===== src/rtl/prqs_pkg.sv =====
// ----------------------------------------------------------------------------
// prqs_pkg
// shared widths, command and status codes and item types of the ready-queue
// scheduler
// ----------------------------------------------------------------------------
package prqs_pkg;

    localparam int TID_W          = 6;
    localparam int PRIO_W         = 5;
    localparam int LEVELS_W       = 32;
    localparam int CMD_W          = 2;
    localparam int STATUS_W       = 2;

    localparam int NUM_LEVELS_DEF = 32;
    localparam int NUM_TASKS_DEF  = 64;

    typedef enum logic [CMD_W-1:0] {
        CMD_INSERT   = 2'd0,
        CMD_REMOVE   = 2'd1,
        CMD_SCHEDULE = 2'd2
    } cmd_t;

    typedef enum logic [STATUS_W-1:0] {
        STATUS_DONE    = 2'd0,
        STATUS_INVALID = 2'd1,
        STATUS_EMPTY   = 2'd2
    } status_t;

    typedef struct packed {
        logic [CMD_W-1:0]  command;
        logic [TID_W-1:0]  task_id;
        logic [PRIO_W-1:0] priority_req;
        logic [TID_W-1:0]  current_task;
    } cmd_item_t;

    typedef struct packed {
        logic [STATUS_W-1:0] status;
        logic [TID_W-1:0]    next_task;
        logic                switch_pending;
        logic [LEVELS_W-1:0] ready_levels;
    } res_item_t;

endpackage


===== src/rtl/prqs_stream_if.sv =====
// ----------------------------------------------------------------------------
// prqs_stream_if
// valid/ready channel carrying one item per handshake
// ----------------------------------------------------------------------------
interface prqs_stream_if #(
    parameter type payload_t = logic
);

    logic     valid;
    logic     ready;
    payload_t payload;

    modport source (output valid, output payload, input ready);
    modport sink   (input valid, input payload, output ready);

endinterface


===== src/rtl/priority_ready_queue_scheduler_unit.sv =====
// ----------------------------------------------------------------------------
// priority_ready_queue_scheduler_unit
// per-level task fifos as linked lists with a bitmap of non-empty levels
// a command is registered into the execute stage, then its result into the result register
// throughput: one command per cycle, held only by a stalled result register
// the link and level stores are read at accept and forwarded around the write
// reset (async, active low): empty bitmap, no task ready, chosen task 0
// ----------------------------------------------------------------------------
module priority_ready_queue_scheduler_unit #(
    parameter int NUM_LEVELS = prqs_pkg::NUM_LEVELS_DEF,
    parameter int NUM_TASKS  = prqs_pkg::NUM_TASKS_DEF
) (
    input  logic          clk,
    input  logic          rst_n,
    prqs_stream_if.sink   cmd,
    prqs_stream_if.source res
);

    import prqs_pkg::*;

    localparam int LVL_IDX_W  = $clog2(NUM_LEVELS);
    localparam int TASK_IDX_W = $clog2(NUM_TASKS);
    localparam int TASK_CMP_W = ((TID_W > TASK_IDX_W) ? TID_W : TASK_IDX_W) + 1;
    localparam int PRIO_CMP_W = PRIO_W + 1;

    // task id to store address
    function automatic logic [TASK_IDX_W-1:0] to_idx(input logic [TID_W-1:0] id);
        logic [TASK_CMP_W-1:0] wide;
        wide = TASK_CMP_W'(id);
        return wide[TASK_IDX_W-1:0];
    endfunction

    // ------------------------------------------------------------------------
    // handshake and stage control
    // ------------------------------------------------------------------------
    logic      e_valid_reg;
    cmd_item_t e_item_reg;
    logic      out_valid_reg;
    res_item_t out_item_reg;
    logic      e_fire;
    logic      cmd_accept;

    // execute stage retires when the result register is free or being drained
    assign e_fire     = e_valid_reg && (!out_valid_reg || res.ready);
    assign cmd.ready  = !e_valid_reg || e_fire;
    assign cmd_accept = cmd.valid && cmd.ready;

    assign res.valid   = out_valid_reg;
    assign res.payload = out_item_reg;

    // ------------------------------------------------------------------------
    // scheduler state
    // ------------------------------------------------------------------------
    logic [NUM_LEVELS-1:0] bitmap_reg, bitmap_next;
    logic [NUM_TASKS-1:0]  ready_reg, ready_next;
    logic [TID_W-1:0]      chosen_reg, chosen_next;
    logic [TID_W-1:0]      head_reg [NUM_LEVELS];
    logic [TID_W-1:0]      tail_reg [NUM_LEVELS];

    // head and tail write ports
    logic                  head_we;
    logic [LVL_IDX_W-1:0]  head_waddr;
    logic [TID_W-1:0]      head_wdata;
    logic                  tail_we;
    logic [LVL_IDX_W-1:0]  tail_waddr;
    logic [TID_W-1:0]      tail_wdata;

    // link and level store ports
    logic                  nxt_we_c, nxt_we;
    logic [TASK_IDX_W-1:0] nxt_waddr;
    logic [TID_W-1:0]      nxt_wdata, nxt_rdata;
    logic                  prv_we_c, prv_we;
    logic [TASK_IDX_W-1:0] prv_waddr;
    logic [TID_W-1:0]      prv_wdata, prv_rdata;
    logic                  lvl_we_c, lvl_we;
    logic [TASK_IDX_W-1:0] lvl_waddr;
    logic [LVL_IDX_W-1:0]  lvl_wdata, lvl_rdata;
    logic [TASK_IDX_W-1:0] raddr_in;

    // bypass of a write landing on the address read in the same cycle
    logic                  fwd_nxt_reg, fwd_prv_reg, fwd_lvl_reg;
    logic [TID_W-1:0]      fwd_nxt_data_reg, fwd_prv_data_reg;
    logic [LVL_IDX_W-1:0]  fwd_lvl_data_reg;

    assign raddr_in = to_idx(cmd.payload.task_id);
    assign nxt_we   = e_fire && nxt_we_c;
    assign prv_we   = e_fire && prv_we_c;
    assign lvl_we   = e_fire && lvl_we_c;

    prqs_ram #(.DEPTH(NUM_TASKS), .DATA_W(TID_W)) u_link_next (
        .clk   (clk),
        .we    (nxt_we),
        .waddr (nxt_waddr),
        .wdata (nxt_wdata),
        .re    (cmd_accept),
        .raddr (raddr_in),
        .rdata (nxt_rdata)
    );

    prqs_ram #(.DEPTH(NUM_TASKS), .DATA_W(TID_W)) u_link_prev (
        .clk   (clk),
        .we    (prv_we),
        .waddr (prv_waddr),
        .wdata (prv_wdata),
        .re    (cmd_accept),
        .raddr (raddr_in),
        .rdata (prv_rdata)
    );

    prqs_ram #(.DEPTH(NUM_TASKS), .DATA_W(LVL_IDX_W)) u_task_level (
        .clk   (clk),
        .we    (lvl_we),
        .waddr (lvl_waddr),
        .wdata (lvl_wdata),
        .re    (cmd_accept),
        .raddr (raddr_in),
        .rdata (lvl_rdata)
    );

    // ------------------------------------------------------------------------
    // operand selection in the execute stage
    // ------------------------------------------------------------------------
    logic [TID_W-1:0]      link_nxt_t, link_prv_t;
    logic [LVL_IDX_W-1:0]  lvl_t;
    logic [LVL_IDX_W-1:0]  p_idx;
    logic [TASK_IDX_W-1:0] t_idx;
    logic                  t_ok, p_ok;
    logic [LVL_IDX_W-1:0]  sched_lvl;
    logic [LVL_IDX_W-1:0]  head_raddr, tail_raddr;
    logic [TID_W-1:0]      head_rd, tail_rd;

    assign link_nxt_t = fwd_nxt_reg ? fwd_nxt_data_reg : nxt_rdata;
    assign link_prv_t = fwd_prv_reg ? fwd_prv_data_reg : prv_rdata;
    assign lvl_t      = fwd_lvl_reg ? fwd_lvl_data_reg : lvl_rdata;

    assign t_idx = to_idx(e_item_reg.task_id);
    assign p_idx = e_item_reg.priority_req[LVL_IDX_W-1:0];
    assign t_ok  = TASK_CMP_W'(e_item_reg.task_id) < TASK_CMP_W'(NUM_TASKS);
    assign p_ok  = PRIO_CMP_W'(e_item_reg.priority_req) < PRIO_CMP_W'(NUM_LEVELS);

    // lowest-numbered non-empty level
    always_comb
    begin
        sched_lvl = '0;
        for (int i = NUM_LEVELS - 1; i >= 0; i--)
        begin
            if (bitmap_reg[i])
            begin
                sched_lvl = LVL_IDX_W'(i);
            end
        end
    end

    // one read address per list end: schedule and remove share the head,
    // insert and remove share the tail
    assign head_raddr = (e_item_reg.command == CMD_SCHEDULE) ? sched_lvl : lvl_t;
    assign tail_raddr = (e_item_reg.command == CMD_INSERT) ? p_idx : lvl_t;
    assign head_rd    = head_reg[head_raddr];
    assign tail_rd    = tail_reg[tail_raddr];

    // ------------------------------------------------------------------------
    // command execution
    // ------------------------------------------------------------------------
    status_t status_c;
    logic    sw_c;

    always_comb
    begin
        bitmap_next = bitmap_reg;
        ready_next  = ready_reg;
        chosen_next = chosen_reg;
        status_c    = STATUS_DONE;
        sw_c        = 1'b0;
        head_we     = 1'b0;
        head_waddr  = head_raddr;
        head_wdata  = e_item_reg.task_id;
        tail_we     = 1'b0;
        tail_waddr  = tail_raddr;
        tail_wdata  = e_item_reg.task_id;
        nxt_we_c    = 1'b0;
        nxt_waddr   = to_idx(tail_rd);
        nxt_wdata   = e_item_reg.task_id;
        prv_we_c    = 1'b0;
        prv_waddr   = t_idx;
        prv_wdata   = tail_rd;
        lvl_we_c    = 1'b0;
        lvl_waddr   = t_idx;
        lvl_wdata   = p_idx;

        case (e_item_reg.command)
            CMD_INSERT:
            begin
                if (t_ok && p_ok && !ready_reg[t_idx])
                begin
                    if (!bitmap_reg[p_idx])
                    begin
                        // first task on an empty level
                        head_we             = 1'b1;
                        head_waddr          = p_idx;
                        tail_we             = 1'b1;
                        bitmap_next[p_idx]  = 1'b1;
                    end
                    else
                    begin
                        // append behind the current tail
                        nxt_we_c = 1'b1;
                        prv_we_c = 1'b1;
                        tail_we  = 1'b1;
                    end
                    lvl_we_c          = 1'b1;
                    ready_next[t_idx] = 1'b1;
                end
                else
                begin
                    status_c = STATUS_INVALID;
                end
            end

            CMD_REMOVE:
            begin
                if (t_ok && ready_reg[t_idx])
                begin
                    if (e_item_reg.task_id == head_rd && e_item_reg.task_id == tail_rd)
                    begin
                        // only task on its level
                        bitmap_next[lvl_t] = 1'b0;
                    end
                    else if (e_item_reg.task_id == head_rd)
                    begin
                        head_we    = 1'b1;
                        head_wdata = link_nxt_t;
                    end
                    else if (e_item_reg.task_id == tail_rd)
                    begin
                        tail_we    = 1'b1;
                        tail_wdata = link_prv_t;
                    end
                    else
                    begin
                        // splice neighbors together
                        nxt_we_c  = 1'b1;
                        nxt_waddr = to_idx(link_prv_t);
                        nxt_wdata = link_nxt_t;
                        prv_we_c  = 1'b1;
                        prv_waddr = to_idx(link_nxt_t);
                        prv_wdata = link_prv_t;
                    end
                    ready_next[t_idx] = 1'b0;
                end
                else
                begin
                    status_c = STATUS_INVALID;
                end
            end

            CMD_SCHEDULE:
            begin
                if (bitmap_reg == '0)
                begin
                    status_c = STATUS_EMPTY;
                end
                else if (head_rd != e_item_reg.current_task)
                begin
                    chosen_next = head_rd;
                    sw_c        = 1'b1;
                end
            end

            default:
            begin
                status_c = STATUS_INVALID;
            end
        endcase
    end

    // ------------------------------------------------------------------------
    // registers
    // ------------------------------------------------------------------------
    always_ff @(posedge clk or negedge rst_n)
    begin
        if (!rst_n)
        begin
            e_valid_reg   <= 1'b0;
            out_valid_reg <= 1'b0;
            bitmap_reg    <= '0;
            ready_reg     <= '0;
            chosen_reg    <= '0;
            fwd_nxt_reg   <= 1'b0;
            fwd_prv_reg   <= 1'b0;
            fwd_lvl_reg   <= 1'b0;
        end
        else
        begin
            if (cmd_accept)
            begin
                e_valid_reg <= 1'b1;
                fwd_nxt_reg <= nxt_we && (nxt_waddr == raddr_in);
                fwd_prv_reg <= prv_we && (prv_waddr == raddr_in);
                fwd_lvl_reg <= lvl_we && (lvl_waddr == raddr_in);
            end
            else if (e_fire)
            begin
                e_valid_reg <= 1'b0;
            end

            if (e_fire)
            begin
                out_valid_reg <= 1'b1;
                bitmap_reg    <= bitmap_next;
                ready_reg     <= ready_next;
                chosen_reg    <= chosen_next;
            end
            else if (res.ready)
            begin
                out_valid_reg <= 1'b0;
            end
        end
    end

    always_ff @(posedge clk)
    begin
        if (cmd_accept)
        begin
            e_item_reg       <= cmd.payload;
            fwd_nxt_data_reg <= nxt_wdata;
            fwd_prv_data_reg <= prv_wdata;
            fwd_lvl_data_reg <= lvl_wdata;
        end
        if (e_fire)
        begin
            out_item_reg.status         <= status_c;
            out_item_reg.next_task      <= chosen_next;
            out_item_reg.switch_pending <= sw_c;
            out_item_reg.ready_levels   <= LEVELS_W'(bitmap_next);
        end
        if (e_fire && head_we)
        begin
            head_reg[head_waddr] <= head_wdata;
        end
        if (e_fire && tail_we)
        begin
            tail_reg[tail_waddr] <= tail_wdata;
        end
    end

endmodule


===== src/rtl/prqs_ram.sv =====
// ----------------------------------------------------------------------------
// prqs_ram
// one write port, one registered read port
// ----------------------------------------------------------------------------
module prqs_ram #(
    parameter int DEPTH  = 64,
    parameter int DATA_W = 6
) (
    input  logic                     clk,
    input  logic                     we,
    input  logic [$clog2(DEPTH)-1:0] waddr,
    input  logic [DATA_W-1:0]        wdata,
    input  logic                     re,
    input  logic [$clog2(DEPTH)-1:0] raddr,
    output logic [DATA_W-1:0]        rdata
);

    logic [DATA_W-1:0] mem [DEPTH];

    always_ff @(posedge clk)
    begin
        if (we)
        begin
            mem[waddr] <= wdata;
        end
    end

    // read before write on a shared address
    always_ff @(posedge clk)
    begin
        if (re)
        begin
            rdata <= mem[raddr];
        end
    end

endmodule


===== src/flat_wrapper.sv =====
// flat-port wrapper written by rule: the top's interface ports become plain ports
module priority_ready_queue_scheduler_unit_flat import prqs_pkg::*;
#(
    parameter int NUM_LEVELS = prqs_pkg::NUM_LEVELS_DEF,
    parameter int NUM_TASKS  = prqs_pkg::NUM_TASKS_DEF
)
  (clk, rst_n, cmd_valid, cmd_payload, cmd_ready, res_valid, res_payload, res_ready);
  prqs_stream_if #(.payload_t(cmd_item_t)) cmd_i ();
  prqs_stream_if #(.payload_t(res_item_t)) res_i ();
  input  logic clk;
  input  logic rst_n;
  input wire logic [$bits(cmd_i.valid)-1:0] cmd_valid;
  input wire logic [$bits(cmd_i.payload)-1:0] cmd_payload;
  output wire logic [$bits(cmd_i.ready)-1:0] cmd_ready;
  output wire logic [$bits(res_i.valid)-1:0] res_valid;
  output wire logic [$bits(res_i.payload)-1:0] res_payload;
  input wire logic [$bits(res_i.ready)-1:0] res_ready;
  assign cmd_i.valid = cmd_valid;
  assign cmd_i.payload = cmd_payload;
  assign cmd_ready = cmd_i.ready;
  assign res_valid = res_i.valid;
  assign res_payload = res_i.payload;
  assign res_i.ready = res_ready;
  priority_ready_queue_scheduler_unit #(.NUM_LEVELS(NUM_LEVELS), .NUM_TASKS(NUM_TASKS)) u_core (.clk(clk), .rst_n(rst_n), .cmd(cmd_i), .res(res_i));
endmodule

===== config.mk =====
export PLATFORM = sky130hd
export DESIGN_NAME = priority_ready_queue_scheduler_unit_flat
export DESIGN_NICKNAME = d
export VERILOG_FILES = /design/src/rtl/prqs_pkg.sv /design/src/rtl/prqs_stream_if.sv /design/src/rtl/priority_ready_queue_scheduler_unit.sv /design/src/rtl/prqs_ram.sv /design/src/flat_wrapper.sv
export SDC_FILE = /design/constraint.sdc
export NUM_CORES = 2
export LEC_CHECK = 0
export ABC_AREA = 1
export BUFFER_PORTS_ARGS = -buffer_cell sky130_fd_sc_hd__buf_2
export CORE_MARGIN = 2
export CORE_UTILIZATION = 51
export CTS_CLUSTER_DIAMETER = 60
export DETAILED_ROUTE_END_ITERATION = 12
export GPL_ROUTABILITY_DRIVEN = 1
export GPL_TIMING_DRIVEN = 0
export PLACE_DENSITY = 0.77
export SYNTH_ARGS = -nofsm -noshare
export SYNTH_HDL_FRONTEND = slang
export SYNTH_SLANG_ARGS = --single-unit

===== constraint.sdc =====
create_clock -name clk -period 12.3 [get_ports clk]
set_input_delay 2.46 -clock clk [delete_from_list [all_inputs] [get_ports clk]]
set_output_delay 2.46 -clock clk [all_outputs]
set_load 0.1 [all_outputs]

Yosys cells after proc, flatten, opt, wreduce, memory -nomap -nowiden. Memory sizes are Yosys's and may differ from the RTL's. A register that Yosys moved wholly into a read port is not among the register bits. Cells that the tools add are included.

Memories kept: 5. Logic and storage cells: 188. Output and inout port bits: 43. Bits of input ports: 23. Memory bits (writable): 1472. Bits in registers: 184.

Reduce and logical (&&, ||, !) cells: 24. Bitwise gates (word level): 7. Order comparisons: 6. Eq/ne operators: 10. Multiplexer cells: 117.

Memories: u_core.u_link_next.mem (words 64, width 6, rd ports 1, clocked after memory_dff 1, wr ports 1, line prqs_ram.sv:18) `logic [DATA_W-1:0] mem [DEPTH];`; u_core.u_link_prev.mem (words 64, width 6, rd ports 1, clocked after memory_dff 1, wr ports 1, line prqs_ram.sv:18); u_core.u_task_level.mem (words 64, width 5, rd ports 1, clocked after memory_dff 1, wr ports 1, line prqs_ram.sv:18); u_core.head_reg (words 32, width 6, rd ports 1, clocked after memory_dff 0, wr ports 1, line priority_ready_queue_scheduler_unit.sv:57) `logic [TID_W-1:0] head_reg [NUM_LEVELS];`; u_core.tail_reg (words 32, width 6, rd ports 1, clocked after memory_dff 0, wr ports 1, line priority_ready_queue_scheduler_unit.sv:58) `logic [TID_W-1:0] tail_reg [NUM_LEVELS];`.

Operator list (number): $mux W5 (38); $mux W6 (24); $mux W32 (4); $mux W64 (2); $pmux W64 S2 (1); $and A64 B64 Y64 (1); $not A64 Y64 (1); $or A64 B64 Y64 (1); $pmux W32 S2 (1); $mux W1 (37); $and A32 B32 Y32 (1); $logic_not A32 Y1 (1); $not A32 Y32 (1); $or A32 B32 Y32 (1); $eq A6 B6 Y1 (5); $logic_and A1 B1 Y1 (13); $lt A5 B6 Y1 const B (2); $demux W1 S5 (2); $ge A5 B1 Y1 const B (2); $lt A6 B7 Y1 const B (1); $bmux W1 S6 (1); $demux W1 S6 (1); $ge A6 B1 Y1 const B (1); $ne A6 B6 Y1 (1); 15 further kinds (21).

Depth between registers and ports, before layout. An unclocked memory read counts as a cell.

Depth in word-level cells: 42. Mapped depth: 55.

By module. A second synthesis with hierarchy kept.

Cells, all modules: 6302. Area, all modules: 70739.1 µm².

By module, submodules not included: prqs_ram (u_core.u_link_next ...) (cells each 1376, instances 2, area each 15990.3 µm²); priority_ready_queue_scheduler_unit (cells each 2388, instances 1, area each 25320.5 µm²); prqs_ram (u_core.u_task_level) (cells each 1162, instances 1, area each 13437.9 µm²).

Least setup slack after synthesis. Ideal clock, no wire load.

Kind: register to register. From: register u_core.e_item_reg, in the netlist u_core.lvl_wdata[0]. To: memory u_core.u_link_next.mem[58][0], enable pin. Path buffers: 3. Data arrival time: 5547 ps. Setup time: 377 ps. Setup slack: 6376 ps. Stages on the path, launching flop included: 22. Cells stage by stage: edfxtp_1 inv_1 nand2_1 o21ai_1 inv_1 nor2_1 clkbuf_1 buf_1 a22oi_1 a21oi_1 or2_2 nor4_2 xor2_1 a21oi_1 nand3_1 inv_2 nor3_4 buf_4 nand3_1 nand2_1 nand3_2 nor3_1.

RTL lines: start, declared (line priority_ready_queue_scheduler_unit.sv:37) `cmd_item_t e_item_reg;`; start signal, assigned (line priority_ready_queue_scheduler_unit.sv:324) `e_item_reg <= cmd.payload;`; $mux W5 * (line priority_ready_queue_scheduler_unit.sv:157) `assign tail_raddr = (e_item_reg.command == CMD_INSERT) ? p_idx : lvl_t;`; $mem_v2 Z32 W6 *; $eq A6 B6 Y1 (line priority_ready_queue_scheduler_unit.sv:223, priority_ready_queue_scheduler_unit.sv:233); $mux W6 (line priority_ready_queue_scheduler_unit.sv:233) `else if (e_item_reg.task_id == tail_rd)`; $mux W6 (line priority_ready_queue_scheduler_unit.sv:228) `else if (e_item_reg.task_id == head_rd)`; $mux W6 (line priority_ready_queue_scheduler_unit.sv:223) `if (e_item_reg.task_id == head_rd && e_item_reg.task_id == tail_rd)`; $mux W6 (line priority_ready_queue_scheduler_unit.sv:221) `if (t_ok && ready_reg[t_idx])`; $mux W6 * (line priority_ready_queue_scheduler_unit.sv:190) `case (e_item_reg.command)`; via u_core.nxt_waddr[3] (line priority_ready_queue_scheduler_unit.sv:70) `logic [TASK_IDX_W-1:0] nxt_waddr;`; end, declared (line prqs_ram.sv:18).

The timed path passes the listed nets; every way through them passes the cells marked *. The select of a mux whose other input is x is not followed.

Worst setup path in the final report.
From: register u_core.e_item_reg, in the netlist u_core.lvl_wdata[1]. To: memory u_core.u_link_next.mem[34][2], enable pin.

The elaborated chain is that of the path after synthesis.

==> out/summary.log <==
[run_status] status finished with violations
[run_status] violations in the final reports max-capacitance violations, max-slew violations
[yosys] Post-synth EDFFs 1566
[critical_path] Data arrival, critical path 9700 ps
[pwr] part of the total power dissipated in the clock network 37.9%
[timing] f_max 0.108 GHz
[layout] Final Net Count 6043
[clocking] number of clock buffers inserted by TritonCTS 175
[placed_design] Port-buffer cells 65
[yosys] number of synthesis warnings 0
[yosys] top cells by count, synth edfxtp_1 (1566), nor2_1 (966), o21ai_0 (820)
[layout] number of inserted filler cells in the final layout 10846
[die] Die Ht 372 um
[timing] post-route worst setup slack 3050 ps
[timing] Setup Viol. Count Final 0
[pwr] Switching Share 30.5%
[timing] setup repair after global routing missed its margin no
[die] effective utilization at floorplan 51.5%
[yosys] post-synthesis net count 5757
[die] core box area 0.134 mm2
[timing] aggregate negative setup slack 0 ps
[pwr] leakage power summed over all cells 0.0260 uW
[pwr] Net Sw Power 4480 uW
[layout] area used by multi-input combinational logic 0.0172 mm2
[clocking] hold-fix buffers at CTS 0
[global_routing] wire length of the first global-routing pass 416 mm
[global_routing] initial antenna violation count 45
[critical_path] critical-path maximum fanout 70
[layout] utilization after layout 58.8%
[die] Die Area 0.138 mm2
[timing] minimum period implied by the final worst setup slack 9250 ps
[pwr] VDD IR max 0.146 mV
[timing] max-slew violation count 507
[critical_path] Worst EP required 12750 ps
[yosys] dominant register cell in the synthesized netlist edfxtp_1
[die] Cell Rows 134
[timing] normalized max-slew margin -18.7%
[routing] detailed router's first-iteration violation count 10683
[global_routing] pin count of the biggest net entering global routing 71
[routing] detailed-routing iteration count for the pre-antenna-repair pass 8
[clocking] maximum buffer depth of the clock tree 3
[routing] post-route antenna net violation count 0
[clocking] clock transition at the registers of the reported paths 70 ps
[placed_design] worst slack, placed 3600 ps
[routing] WL final 314 mm
[routing] vias 55431
[pwr] total power density per cell area 187 mW/mm2
[routing] average detailed-routed wire length per instance 39.3 um
[critical_path] Critical Path End Type register
[die] number of I/O pins 66
[yosys] post-synthesis instance area 0.0689 mm2
[timing] slew of the pin with the lowest slew margin 1780 ps
[global_routing] GRT Util Overall 45.2%
[pwr] part of the total power dissipated in combinational logic 16.9%
[clocking] post-CTS setup-driven buffer insertion count 0
[pwr] relative contribution of sequential cells to total power 45.3%
[placed_design] global placer's final weighted congestion 1.07
[timing] final worst-path cycle share 75.2%
[critical_path] critical path startpoint category register
[layout] top flop regs u_core.u_link_next.mem (384), u_core.u_link_prev.mem (384), u_core.u_task_level.mem (320)
[layout] fraction of layout cells with a size suffix above 1 8.83%
[run] Max-cap violations 54
[timing] post-route worst hold slack 482 ps
[routing] post-detailed-route via-to-cell ratio 6.94
[clocking] source-to-sink clock delay at the later pin of the worst-skew pair 850 ps
[clocking] TritonCTS clock tree built
[yosys] share of the synthesized area in the top cell type 68.3%
[yosys] fraction of the yosys area taken by sequential cells 72.1%
[yosys] share of flip-flops with an asynchronous set or reset after synthesis 6.40%
[die] horizontal die dimension 372 um
[pwr] design internal power 10200 uW
[global_routing] vias in the first global route 50217
[timing] Clock Skew 55.1 ps
[placed_design] placed wire-length estimate 208 mm
[global_routing] grt total ovfl 0
[worst_hold_path] type of the most critical hold path register to register
[yosys] Synth Instances 5734
[timing] endpoints failing hold 0
[critical_path] worst setup path category register to register
[layout] area added between synthesis and finish 14.2%
[layout] Sequential Area 0.0497 mm2
[clocking] Clock Root Buffer clkbuf_16
[clocking] CTS-repair resized insts 0
[yosys] Post-Syn Area per Cell 12.0 um2
[yosys] cell type with the largest total area after synthesis edfxtp_1
[clocking] number of sinks on the clock net 1673
[yosys] most frequent cell after synthesis edfxtp_1
[yosys] count of distinct cell types in the synthesized netlist 52
[routing] drc violations 0
[clocking] CTS H-tree lvls 4
[yosys] number of storage elements in the synthesis netlist 1673
[yosys] top area cells in the synthesized netlist edfxtp_1 (68%), o21ai_0 (6.0%), nor2_1 (5.3%)
-- final timing paths --
check                               startpoint                            end  slack [ps]  depth (start not counted)
setup / recovery           u_core.lvl_wdata[1]  u_core.u_link_next.mem[34][2]        3050                         24
hold / removal                        register                       register         480                          2
setup reg to reg           u_core.lvl_wdata[1]  u_core.u_link_next.mem[34][2]        3050                         24
hold reg to reg                       register                       register         480                          2
max in group asynchronous                rst_n           u_core.chosen_reg[2]        9820                          2
min in group asynchronous                rst_n     asynchronous set/reset pin        1700                          1
-- cell families after synthesis --
family | synth area share (%)
DFF | 72.1
AOI/OAI and AO/OA | 12.0
and+or+nand+nor | 12.6
buffers and inverters | 3.04
xor gates and xnor gates | 0.127
muxes | 0.105
-- cell usage in the layout (no fill, tap or decap), types with 14 or more instances in the layout --
master and count:
a21oi_1 61, a22oi_1 104, buf_1 20, buf_16 25, buf_2 93, bufinv_16 22, clkbuf_1 292, clkbuf_16 179
clkbuf_2 40, clkinv_1 58, clkinv_2 28, dfrtp_1 107, diode_2 44, edfxtp_1 1566, inv_1 132, inv_2 18
nand2_1 490, nand2_2 14, nand3_1 442, nand4_1 16, nor2_1 966, nor3_1 85, o211ai_1 18, o21ai_0 808
o21ai_1 18, o221ai_1 36, o22ai_1 314, or2_2 14
-- power by group through the flow --
stage	sequential, uW	combinational, uW	clock (uW)
floorplan	6970	1050	0
global placement	6820	2210	0
detailed placement	6770	2330	0
CTS	6650	2340	5510
global route	6660	2530	5730
finish	6650	2480	5560
-- layout make-up --
class	count	area share (%)
plain buffers	363	1.90
clock buffers	206	5.86
multi-input cells	3525	21.9
diodes	44	0.140
flip-flops and latches	1673	63.2
repair buffers	109	1.62
clock inverters	122	1.75
well taps	1768	2.81
inverters	173	0.838
-- metrics by stage --
step,std cells,total power [uW],cell area [um2]
global placement,7567,9020,71400
floorplan,5734,8020,68900
detailed placement,7604,9090,72400
global route,7946,14900,78600
CTS,7932,14500,78400
finish,7983,14700,78700
-- per-layer routing --
layer	vias to the layer above	part of all wire (%)	GRT usage [%]
met3	1319	14	15.3
met1	26989	34	55.6
met2	5270	43	66.5
li1	21829	-	-
met5	-	0.078	0
met4	24	8.9	33.2
-- critical path, cell delays in order (launching register included) --
cell and delay, ps:
edfxtp_1 980, buf_16 260, nand2_1 70, o21ai_1 260, nor2_1 230, clkbuf_1 340, buf_1 440, a22oi_1 280
a21oi_1 180, or2_2 330, nor4_1 920, inv_1 140, nand2_1 100, a21oi_1 70, nand3_1 120, inv_2 60
nor3_4 330, nand2_2 230, nand2_1 130, nand2_2 260, inv_4 770, nand3_1 810, nor2_1 260, nand2_1 280
nor2_1 900
Note: power is estimated with default switching activity, not from simulation.
